### src/rtl/fbc_pkg.sv
// Shared types, codes and constants of the framebuffer blit and format convert unit.
// No dependencies; every other file imports this package.
package fbc_pkg;

	// Item kinds as carried in the input tuser field
	typedef enum logic [1:0] {
		KIND_WRITE = 2'd0,
		KIND_READ  = 2'd1,
		KIND_CLEAR = 2'd2,
		KIND_BLIT  = 2'd3
	} kind_t;

	// Blit source byte orders; higher codes are invalid and write nothing
	localparam logic [2:0] FMT_RGBA = 3'd0;
	localparam logic [2:0] FMT_BGRA = 3'd1;
	localparam logic [2:0] FMT_RGB  = 3'd2;
	localparam logic [2:0] FMT_BGR  = 3'd3;

	// Configuration register indexes (byte address bit 2)
	localparam logic REG_WIDTH  = 1'b0;
	localparam logic REG_HEIGHT = 1'b1;
	localparam int   PADDR_W    = 3;

	// Field and datapath widths
	localparam int DIM_W   = 10;  // buffer width, height, positions, counters
	localparam int COORD_W = 11;  // origin plus counter
	localparam int IW_W    = 11;  // image width field
	localparam int PROD_W  = 21;  // row times width
	localparam int IDX_W   = 22;  // linear pixel index
	localparam int SIZE_W  = 20;  // width times height
	localparam int PIX_W   = 32;

	localparam logic [7:0]      ALPHA_OPAQUE = 8'hFF;
	localparam logic [IW_W-1:0] IMG_W_MAX    = 11'd1024;

	// Output queue
	localparam int OFIFO_DEPTH = 8;
	localparam int OFIFO_AW    = 3;
	localparam int OCNT_W      = 4;

	// Memory access presented by the address stage
	typedef struct packed {
		logic              vld;
		kind_t             kind;
		logic              wr_en;
		logic              in_range;
		logic [IDX_W-1:0]  idx;
		logic [SIZE_W-1:0] size;
		logic [PIX_W-1:0]  pixel;
	} acc_t;

	// Occupancy of the address stages
	typedef struct packed {
		logic rd_s1;
		logic rd_s2;
		logic clr_s1;
		logic clr_s2;
	} pipe_sts_t;

	// Read response leaving the store
	typedef struct packed {
		logic             vld;
		logic             oor;
		logic [PIX_W-1:0] pixel;
	} rsp_t;

	// Pack channels into the stored RGBA8888 word, red lowest
	function automatic logic [PIX_W-1:0] pack_pixel(input logic [7:0] r, input logic [7:0] g,
			input logic [7:0] b, input logic [7:0] a);
		pack_pixel = {a, b, g, r};
	endfunction

endpackage

### src/rtl/fbc_addr.sv
// Address stages: blit column/row walk, byte-order conversion and linear index.
// Depends on fbc_pkg.
module fbc_addr import fbc_pkg::*; #(
	parameter int MAX_WIDTH  = 1024,
	parameter int MAX_HEIGHT = 1024
) (
	input  logic              clk,
	input  logic              arst_n,
	input  logic              in_fire,
	input  kind_t             kind,
	input  logic [DIM_W-1:0]  pos_x,
	input  logic [DIM_W-1:0]  pos_y,
	input  logic [7:0]        byte_zero,
	input  logic [7:0]        byte_one,
	input  logic [7:0]        byte_two,
	input  logic [7:0]        byte_three,
	input  logic [2:0]        source_format,
	input  logic [IW_W-1:0]   image_width,
	input  logic [DIM_W-1:0]  origin_x,
	input  logic [DIM_W-1:0]  origin_y,
	input  logic              last_pixel,
	input  logic [DIM_W-1:0]  buf_width,
	input  logic [DIM_W-1:0]  buf_height,
	output acc_t              acc,
	output pipe_sts_t         sts
);

	logic [DIM_W-1:0]   col_q, row_q;
	logic [IW_W-1:0]    iw_c;
	logic [IW_W-1:0]    col_next;
	logic [COORD_W-1:0] x_c, y_c;
	logic [PIX_W-1:0]   pixel_c;
	logic               wr_en_c;

	logic               vld_s1, wr_en_s1;
	kind_t              kind_s1;
	logic [COORD_W-1:0] x_s1, y_s1;
	logic [PIX_W-1:0]   pixel_s1;
	logic [DIM_W-1:0]   eff_w, eff_h;

	logic               vld_s2, wr_en_s2;
	kind_t              kind_s2;
	logic [PROD_W-1:0]  prod_s2;
	logic [COORD_W-1:0] x_s2;
	logic [SIZE_W-1:0]  size_s2;
	logic [PIX_W-1:0]   pixel_s2;

	// Clamp image width to 1..1024
	always_comb begin
		if (image_width == '0) begin
			iw_c = IW_W'(1);
		end else if (image_width > IMG_W_MAX) begin
			iw_c = IMG_W_MAX;
		end else begin
			iw_c = image_width;
		end
		col_next = IW_W'(col_q) + IW_W'(1);
	end

	// Advance the blit walk on each blit item
	always_ff @(posedge clk or negedge arst_n) begin
		if (!arst_n) begin
			col_q <= '0;
			row_q <= '0;
		end else if (in_fire && kind == KIND_BLIT) begin
			if (last_pixel) begin
				col_q <= '0;
				row_q <= '0;
			end else if (col_next >= iw_c) begin
				col_q <= '0;
				row_q <= row_q + DIM_W'(1);
			end else begin
				col_q <= col_next[DIM_W-1:0];
			end
		end
	end

	// Form target coordinates and the stored word
	always_comb begin
		x_c     = {1'b0, pos_x};
		y_c     = {1'b0, pos_y};
		pixel_c = pack_pixel(byte_zero, byte_one, byte_two, byte_three);
		wr_en_c = 1'b0;
		case (kind)
			KIND_WRITE: wr_en_c = 1'b1;
			KIND_BLIT: begin
				x_c = COORD_W'(origin_x) + COORD_W'(col_q);
				y_c = COORD_W'(origin_y) + COORD_W'(row_q);
				wr_en_c = 1'b1;
				case (source_format)
					FMT_RGBA: pixel_c = pack_pixel(byte_zero, byte_one, byte_two, byte_three);
					FMT_BGRA: pixel_c = pack_pixel(byte_two, byte_one, byte_zero, byte_three);
					FMT_RGB:  pixel_c = pack_pixel(byte_zero, byte_one, byte_two, ALPHA_OPAQUE);
					FMT_BGR:  pixel_c = pack_pixel(byte_two, byte_one, byte_zero, ALPHA_OPAQUE);
					default:  wr_en_c = 1'b0;
				endcase
			end
			default: wr_en_c = 1'b0;
		endcase
	end

	// Stage 1: capture the item
	always_ff @(posedge clk or negedge arst_n) begin
		if (!arst_n) begin
			vld_s1 <= 1'b0;
		end else begin
			vld_s1 <= in_fire;
		end
	end

	always_ff @(posedge clk) begin
		if (in_fire) begin
			kind_s1  <= kind;
			wr_en_s1 <= wr_en_c;
			x_s1     <= x_c;
			y_s1     <= y_c;
			pixel_s1 <= pixel_c;
		end
	end

	// Saturate the buffer size to the memory bounds
	always_comb begin
		eff_w = (32'(buf_width) > MAX_WIDTH) ? DIM_W'(MAX_WIDTH) : buf_width;
		eff_h = (32'(buf_height) > MAX_HEIGHT) ? DIM_W'(MAX_HEIGHT) : buf_height;
	end

	// Stage 2: row offset and buffer size products
	always_ff @(posedge clk or negedge arst_n) begin
		if (!arst_n) begin
			vld_s2 <= 1'b0;
		end else begin
			vld_s2 <= vld_s1;
		end
	end

	always_ff @(posedge clk) begin
		if (vld_s1) begin
			kind_s2  <= kind_s1;
			wr_en_s2 <= wr_en_s1;
			prod_s2  <= PROD_W'(y_s1) * PROD_W'(eff_w);
			size_s2  <= SIZE_W'(eff_w) * SIZE_W'(eff_h);
			x_s2     <= x_s1;
			pixel_s2 <= pixel_s1;
		end
	end

	// Linear index and range check toward the memory
	always_comb begin
		acc.vld      = vld_s2;
		acc.kind     = kind_s2;
		acc.wr_en    = wr_en_s2;
		acc.idx      = IDX_W'(prod_s2) + IDX_W'(x_s2);
		acc.in_range = acc.idx < IDX_W'(size_s2);
		acc.size     = size_s2;
		acc.pixel    = pixel_s2;
	end

	assign sts.rd_s1  = vld_s1 && kind_s1 == KIND_READ;
	assign sts.rd_s2  = vld_s2 && kind_s2 == KIND_READ;
	assign sts.clr_s1 = vld_s1 && kind_s1 == KIND_CLEAR;
	assign sts.clr_s2 = vld_s2 && kind_s2 == KIND_CLEAR;

endmodule

### config.mk
export PLATFORM = sky130hd
export DESIGN_NAME = fbc_addr
export DESIGN_NICKNAME = d
export VERILOG_FILES = /design/src/rtl/fbc_pkg.sv /design/src/rtl/fbc_addr.sv
export SDC_FILE = /design/constraint.sdc
export NUM_CORES = 1
export LEC_CHECK = 0
export BUFFER_PORTS_ARGS = -buffer_cell sky130_fd_sc_hd__buf_2
export CAP_MARGIN = 0
export CORE_UTILIZATION = 55
export CTS_CLUSTER_DIAMETER = 150
export CTS_CLUSTER_SIZE = 24
export DETAILED_ROUTE_END_ITERATION = 7
export PLACE_DENSITY = 0.82
export SYNTH_ARGS = -nofsm -noshare
export SYNTH_HDL_FRONTEND = slang
export SYNTH_SLANG_ARGS = --single-unit
### constraint.sdc
create_clock -name clk -period 12.3 [get_ports clk]
set_clock_uncertainty 0.05 [all_clocks]
set_input_delay 0 -clock clk [delete_from_list [all_inputs] [get_ports clk]]
set_output_delay 0 -clock clk [all_outputs]
set_load 0.1 [all_outputs]
==> results of run 1 <==
==> cells by family after synthesis <==
family                   count (synthesis)
adder cells (fa/ha/maj)                311
buffers and inverters                  229
AND/OR/NAND/NOR                        400
XOR/XNOR                                71
flip-flops                             166
AO/OA/AOI/OAI                          218
multiplexers                            28
==> stage by stage <==
step / cells / utilization [%]
3_3_place_gp: 1915 / 60.62
5_1_grt: 2017 / 65.36
6_report: 2018 / 65.37
4_1_cts: 2015 / 65.34
3_5_place_dp: 1915 / 60.62
2_1_floorplan: 1423 / -
==> per-layer routing <==
metal | vias to the layer above | routed length [um]
met3 | 66 | 1446
met4 | 0 | 831
li1 | 5286 | -
met2 | 362 | 17880
met5 | - | 0
met1 | 5466 | 14220
==> worst paths after layout <==
kind / from / endpoint / slack [ns] / cells after the start
min in group clk: source_format[1] / pixel_s1[31]$_DFFE_PP_ / 0.05 / 3
hold / removal: arst_n / col_q[2]$_DFFE_PN0P_ / 0.03 / 2
max in group asynchronous: arst_n / vld_s1$_DFF_PN0_ / 11.76 / 2
hold reg to reg: pixel_s1[30]$_DFFE_PP_ / pixel_s2[30]$_DFFE_PP_ / 0.37 / 0
setup reg to reg: y_s1[1]$_DFFE_PP_ / prod_s2[17]$_DFFE_PP_ / 6.79 / 18
setup / recovery: y_s1[1]$_DFFE_PP_ / prod_s2[17]$_DFFE_PP_ / 6.79 / 18
==> flip-flops by register name, summed over array words and instances, names as in the netlist <==
| register | cells |
|---|---|
| wr_en_s1 | 1 |
| col_q | 10 |
| y_s1 | 11 |
| vld_s1 | 1 |
| size_s2 | 20 |
| pixel_s1 | 32 |
| row_q | 10 |
| x_s2 | 11 |
| kind_s2 | 2 |
| pixel_s2 | 32 |
| wr_en_s2 | 1 |
| x_s1 | 11 |
| prod_s2 | 21 |
| kind_s1 | 2 |
| vld_s2 | 1 |
==> critical path: cells and delay by family, from the launching register on <==
kind	cells	cell delay, ns
buffers and inverters	4	0.21
DFF	1	0.52
xor gates and xnor gates	1	0.09
and+or+nand+nor	2	0.32
adders and majority gates	6	2.91
AOI/OAI and AO/OA	5	1.18
==> power by group <==
group | internal [uW] | total [uW] | switching [uW]
sequential | 786 | 845 | 58.8
clock | 272 | 531 | 259
combinational | 837 | 2520 | 1690
total | 1900 | 3900 | 2000
==> synth_stat cells, types with 10 or more instances <==
| library cell | instances | area (um^2) |
|---|---|---|
| ha_1 | 176 | 2202 |
| edfxtp_1 | 144 | 4324 |
| o211ai_1 | 12 | 90.09 |
| a31oi_1 | 11 | 68.82 |
| nand2b_1 | 21 | 131.4 |
| o21a_1 | 13 | 97.59 |
| nor2b_1 | 10 | 62.56 |
| nand3_1 | 14 | 70.07 |
| nor2_1 | 39 | 146.4 |
| and2_1 | 125 | 782.0 |
| and3_1 | 12 | 75.07 |
| mux2_2 | 28 | 315.3 |
| dfrtp_1 | 22 | 550.5 |
| o21ai_0 | 43 | 215.2 |
| fa_1 | 135 | 2703 |
| xor2_1 | 18 | 157.7 |
| a211oi_1 | 12 | 90.09 |
| xnor2_1 | 53 | 464.2 |
| a21o_1 | 19 | 142.6 |
| a21oi_1 | 52 | 260.3 |
| nand2_1 | 150 | 563.0 |
| inv_1 | 183 | 686.9 |
| clkbuf_1 | 40 | 150.1 |
==> cell type report <==
cell class	count	share of cell area, %
timing repair buffer	264	9.487
tap	341	2.429
inverter	184	3.931
clock inverter	15	0.9259
clock buffer	17	2.421
sequential	166	27.77
antenna	3	0.04273
multi-input combinational	1028	52.99
==> repair_timing <==
action	4_1_cts	5_1_grt
gates resized for setup	0	0
endpoints found under the hold margin	83	0
hold buffers	68	0
==> flow_summary.toml, run 1 <==
[synth]
synth_xor_area_share_pct = 4.131
syn_area_um2 = 15050
synthCells = 1423
muxShareOfSynthArea_pct = 2.094
synth_edf_count = 144
ys_ff_latch = 166
ys_async_sr_fraction_pct = 13.25
synth_nets = 1846
ys_warn_count = 0
synth_simple_gate_area_share_pct = 13.41
ys_seq_area_share_pct = 32.38
synth-adder-area-share_pct = 32.58
yosysUniqueCellTypes = 61
synth-compound-area-share_pct = 9.624
ys.flop_type = "edfxtp_1"
synth_top_family_by_area = "adder cells"
syn_area_per_cell_um2 = 10.58

[clocking]
clk_pin_slew_ns = 0.07
clock-sinks = 166
cts_tree = "yes"
clk-insertion-delay-late_ns = 0.43
max-clock-path-buffers = 2
post_cts_buffers = 0
htree_num_levels = 4
cts-root-buf = "clkbuf_16"
numCtsBuffers = 17

[die]
dieArea_um2 = 28040
die_h_um = 167.4
die_w_um = 167.4
io_pins = 195
num_rows = 60
core_area_um2 = 26880
initial_core_util_pct = 56.01

[placed_design]
pre_cts_ws_ns = 6.833
io_buffer_count = 194
gp_congestion = 0.8749
place_area_um2 = 16290
place_hpwl_um = 25170

[detailed_routing]
wl_um = 34370
drt_pre_antenna_iters = 8
vias = 11180
wire_per_inst_um = 17.03
drc = 0
antenna_left = 0
drt_iter0_markers = 695
via_per_inst = 5.540

[global_routing]
antenna_found_initial = 2
grt_pass1_vias = 11770
grtUsageMet3_pct = 3.285
grt_busiest_layer = "met2"
grt_overflow = 0
grt_use_met1_pct = 31.11
grt_pass1_wl_um = 56300
track_usage_pct = 25.20
grt_max_degree = 91
grtUsageMet2_pct = 45.42

[layout]
final_common_cell = "buf_2"
fin_area_um2 = 17570
drive_gt1_share_pct = 16.19
regArea_um2 = 4878
area_growth_pct = 16.70
final_cell_mix = "buf_2 (194), inv_1 (183), ha_1 (176)"
nets = 2084
multi_input_area_um2 = 9310
fillers = 1989

[critical_path]
path_cells = "and2_1, fa_1, fa_1, inv_1, fa_1, inv_1, fa_1, inv_1, fa_1, inv_1, ha_1, a2111oi_0, o21a_1, nor2_1, a211oi_1, o21bai_1, a21oi_1, xnor2_1"
critPathLaunchType = "flip-flop"
cp.required_ns = 12.42
max_stage_delay_ns = 0.54
path_max_fanout = 10
cpMostUsedCell = "fa_1"
cp.arrival_ns = 5.63
end_kind = "flip-flop"
crit_type = "flip-flop to flip-flop"
cp_slowest_cell = "fa_1"

[timing]
rsz0062_at_grt = "no"
setup_viol = 0
finalCriticalPeriod_ns = 5.510
max_freq_mhz = 181.5
fin_crit_sh_pct = 44.80
tightest_slew_ns = 1.150
drv_slew = 0
slew_headroom_pct = 23.34
hold_ws_ns = 0.03189
fin_tns_setup_ns = 0
finalHoldViolCount = 0
setup_ws_ns = 6.790

[pwr]
power.total_uw = 3899
leakage_uw = 0.008349
peakVddDrop_mv = 0.1373
power.density_nw_per_um2 = 221.9

[worst_hold_path]
worstHoldPathType = "input port to asynchronous set/reset pin"

[job]
maxCapViolations = 0

[outcome]
status = "completed"
Power figures use the tool's default switching activity.
==> inputs of run 2 (changes only) <==
==> constraint.sdc (replaced) <==
create_clock -name clk -period 5.6 [get_ports clk]
set_clock_uncertainty 0.05 [all_clocks]
set_input_delay 0 -clock clk [delete_from_list [all_inputs] [get_ports clk]]
set_output_delay 0 -clock clk [all_outputs]
set_load 0.1 [all_outputs]
==> run 2 against run 1 <==
  * Wire length grew 2.7%
  * Combinational power grew 120%
  * Critical path depth fell by 1
==> flow_summary.toml, run 2 (synthesis gave the netlist of run 1 again) <==
[critical_path]
cpMostUsedCell = "fa_1"
rr_startpoint = "y_s1[5]$_DFFE_PP_"
cp.arrival_ns = 5.58
worst-path-buf-inv = 3
cp_slowest_cell = "fa_1"
path_max_fanout = 8
max_stage_delay_ns = 0.54
setup.worst_path.start = "y_s1[5]$_DFFE_PP_"
end_kind = "flip-flop"
crit_type = "flip-flop to flip-flop"
cp_top_family = "adder cells"
critPathLaunchType = "flip-flop"
cp.required_ns = 5.73
regToRegSetupSlack_ns = 0.15
path_cells = "buf_4, and2_1, fa_1, fa_1, fa_1, fa_1, inv_1, fa_1, inv_1, ha_1, a21o_1, and2_1, a311o_1, nand2b_1, o2bb2ai_1, a31o_2, xnor2_1"

[global_routing]
track_usage_pct = 25.73
grt_overflow = 0
grt_max_degree = 91
antenna_found_initial = 0
grt_pass1_wl_um = 57070
grt_pass1_vias = 11870

[placed_design]
place_area_um2 = 16380
gp_congestion = 0.8991
place_hpwl_um = 26200
io_buffer_count = 194

[detailed_routing]
vias = 11340
drt_pre_antenna_iters = 7
drc = 0
antenna_left = 0
wire_per_inst_um = 17.40
via_per_inst = 5.592
drt_iter0_markers = 770
wl_um = 35280

[clocking]
max-clock-path-buffers = 2
clk_pin_slew_ns = 0.07
clock-sinks = 166
cts_tree = "yes"
clk-insertion-delay-late_ns = 0.43
cts-root-buf = "clkbuf_16"
numCtsBuffers = 17
htree_num_levels = 4

[timing]
finalHoldViolCount = 0
drv_slew = 0
max_freq_mhz = 183.5
tightest_slew_ns = 1.164
slew_headroom_pct = 22.42
fin_crit_sh_pct = 97.31
finalCriticalPeriod_ns = 5.449
setup_viol = 0

[layout]
final_common_cell = "buf_2"
drive_gt1_share_pct = 17.25
fin_area_um2 = 17750
area_growth_pct = 17.91
nets = 2097
final_cell_mix = "buf_2 (194), inv_1 (183), ha_1 (175)"
final_util_pct = 66.05
antenna_cells = 0
top_regs = "pixel_s1 (32), pixel_s2 (32), prod_s2 (21)"

[die]
initial_core_util_pct = 56.01
io_pins = 195
dieArea_um2 = 28040
num_rows = 60
core_area_um2 = 26880
die_h_um = 167.4
die_w_um = 167.4

[pwr]
leakage_uw = 0.008450
power.density_nw_per_um2 = 489.3
peakVddDrop_mv = 0.2245

[outcome]
status = "completed"

[worst_hold_path]
worstHoldPathType = "input port to flip-flop"
hold_start = "origin_x[9]"

[job]
maxCapViolations = 0
==> run 2: final cells by class <==
class | instances | area (um^2)
Fill cell | 1961 | 9125
Sequential cell | 166 | 4878
Tap cell | 341 | 426.7
Inverter | 184 | 690.7
Multi-Input combinational cell | 1028 | 9369
Timing Repair Buffer | 277 | 1767
Clock buffer | 17 | 425.4
Clock inverter | 15 | 193.9
==> run 2: stage by stage <==
stage                     instances  hold WS (ns)  power [uW]  setup TNS, ns  worst slack [ns]
after floorplan                1423       -0.3456        6327              0           0.02955
after global placement         1923      -0.03237        7184              0            0.3180
after detailed placement       1923      -0.02655        7365              0           0.08565
after CTS                      2024     0.0006757        8631              0           0.08197
after global routing           2028       0.03791        9316       -0.05188          -0.03394
final                          2028       0.02317        8685              0            0.1506
==> run 2: timing repair <==
action,4_1_cts,5_1_grt
hold buffers,69,0
setup endpoints to repair,0,6
setup buffers,0,4
endpoints found under the hold margin,84,0
gates resized for setup,0,7
==> run 2: worst paths after layout <==
kind | endpoint | depth (start not counted)
max | prod_s2[20]$_DFFE_PP_ | 17
min | x_s1[10]$_SDFFCE_PN0P_ | 4
max reg2reg | prod_s2[20]$_DFFE_PP_ | 17
min reg2reg | pixel_s2[26]$_DFFE_PP_ | 0
max in group asynchronous | vld_s1$_DFF_PN0_ | 2
min in group asynchronous | col_q[4]$_DFFE_PN0P_ | 2
==> run 2: power breakdown <==
part | switching (uW) | total (uW) | internal (uW)
Sequential | 134 | 1860 | 1730
Clock | 598 | 1210 | 613
Combinational | 3740 | 5610 | 1880
==> run 2: per-layer routing <==
layer	global-route usage [%]	up-vias	wire length [um]
met5	0	-	0
met1	30.61	5521	13930
li1	-	5300	-
met4	10.33	0	1041
met2	47.05	430	18410
met3	3.238	90	1905
==> run 2: worst register-to-register path, stage by stage, from the launching register on <==
cell and delay [ns]:
edfxtp_1 0.51, buf_4 0.19, and2_1 0.17, fa_1 0.53, fa_1 0.44, fa_1 0.52, fa_1 0.54, inv_1 0.05
fa_1 0.52, inv_1 0.04, ha_1 0.34, a21o_1 0.21, and2_1 0.17, a311o_1 0.37, nand2b_1 0.09, o2bb2ai_1 0.18
a31o_2 0.21, xnor2_1 0.07
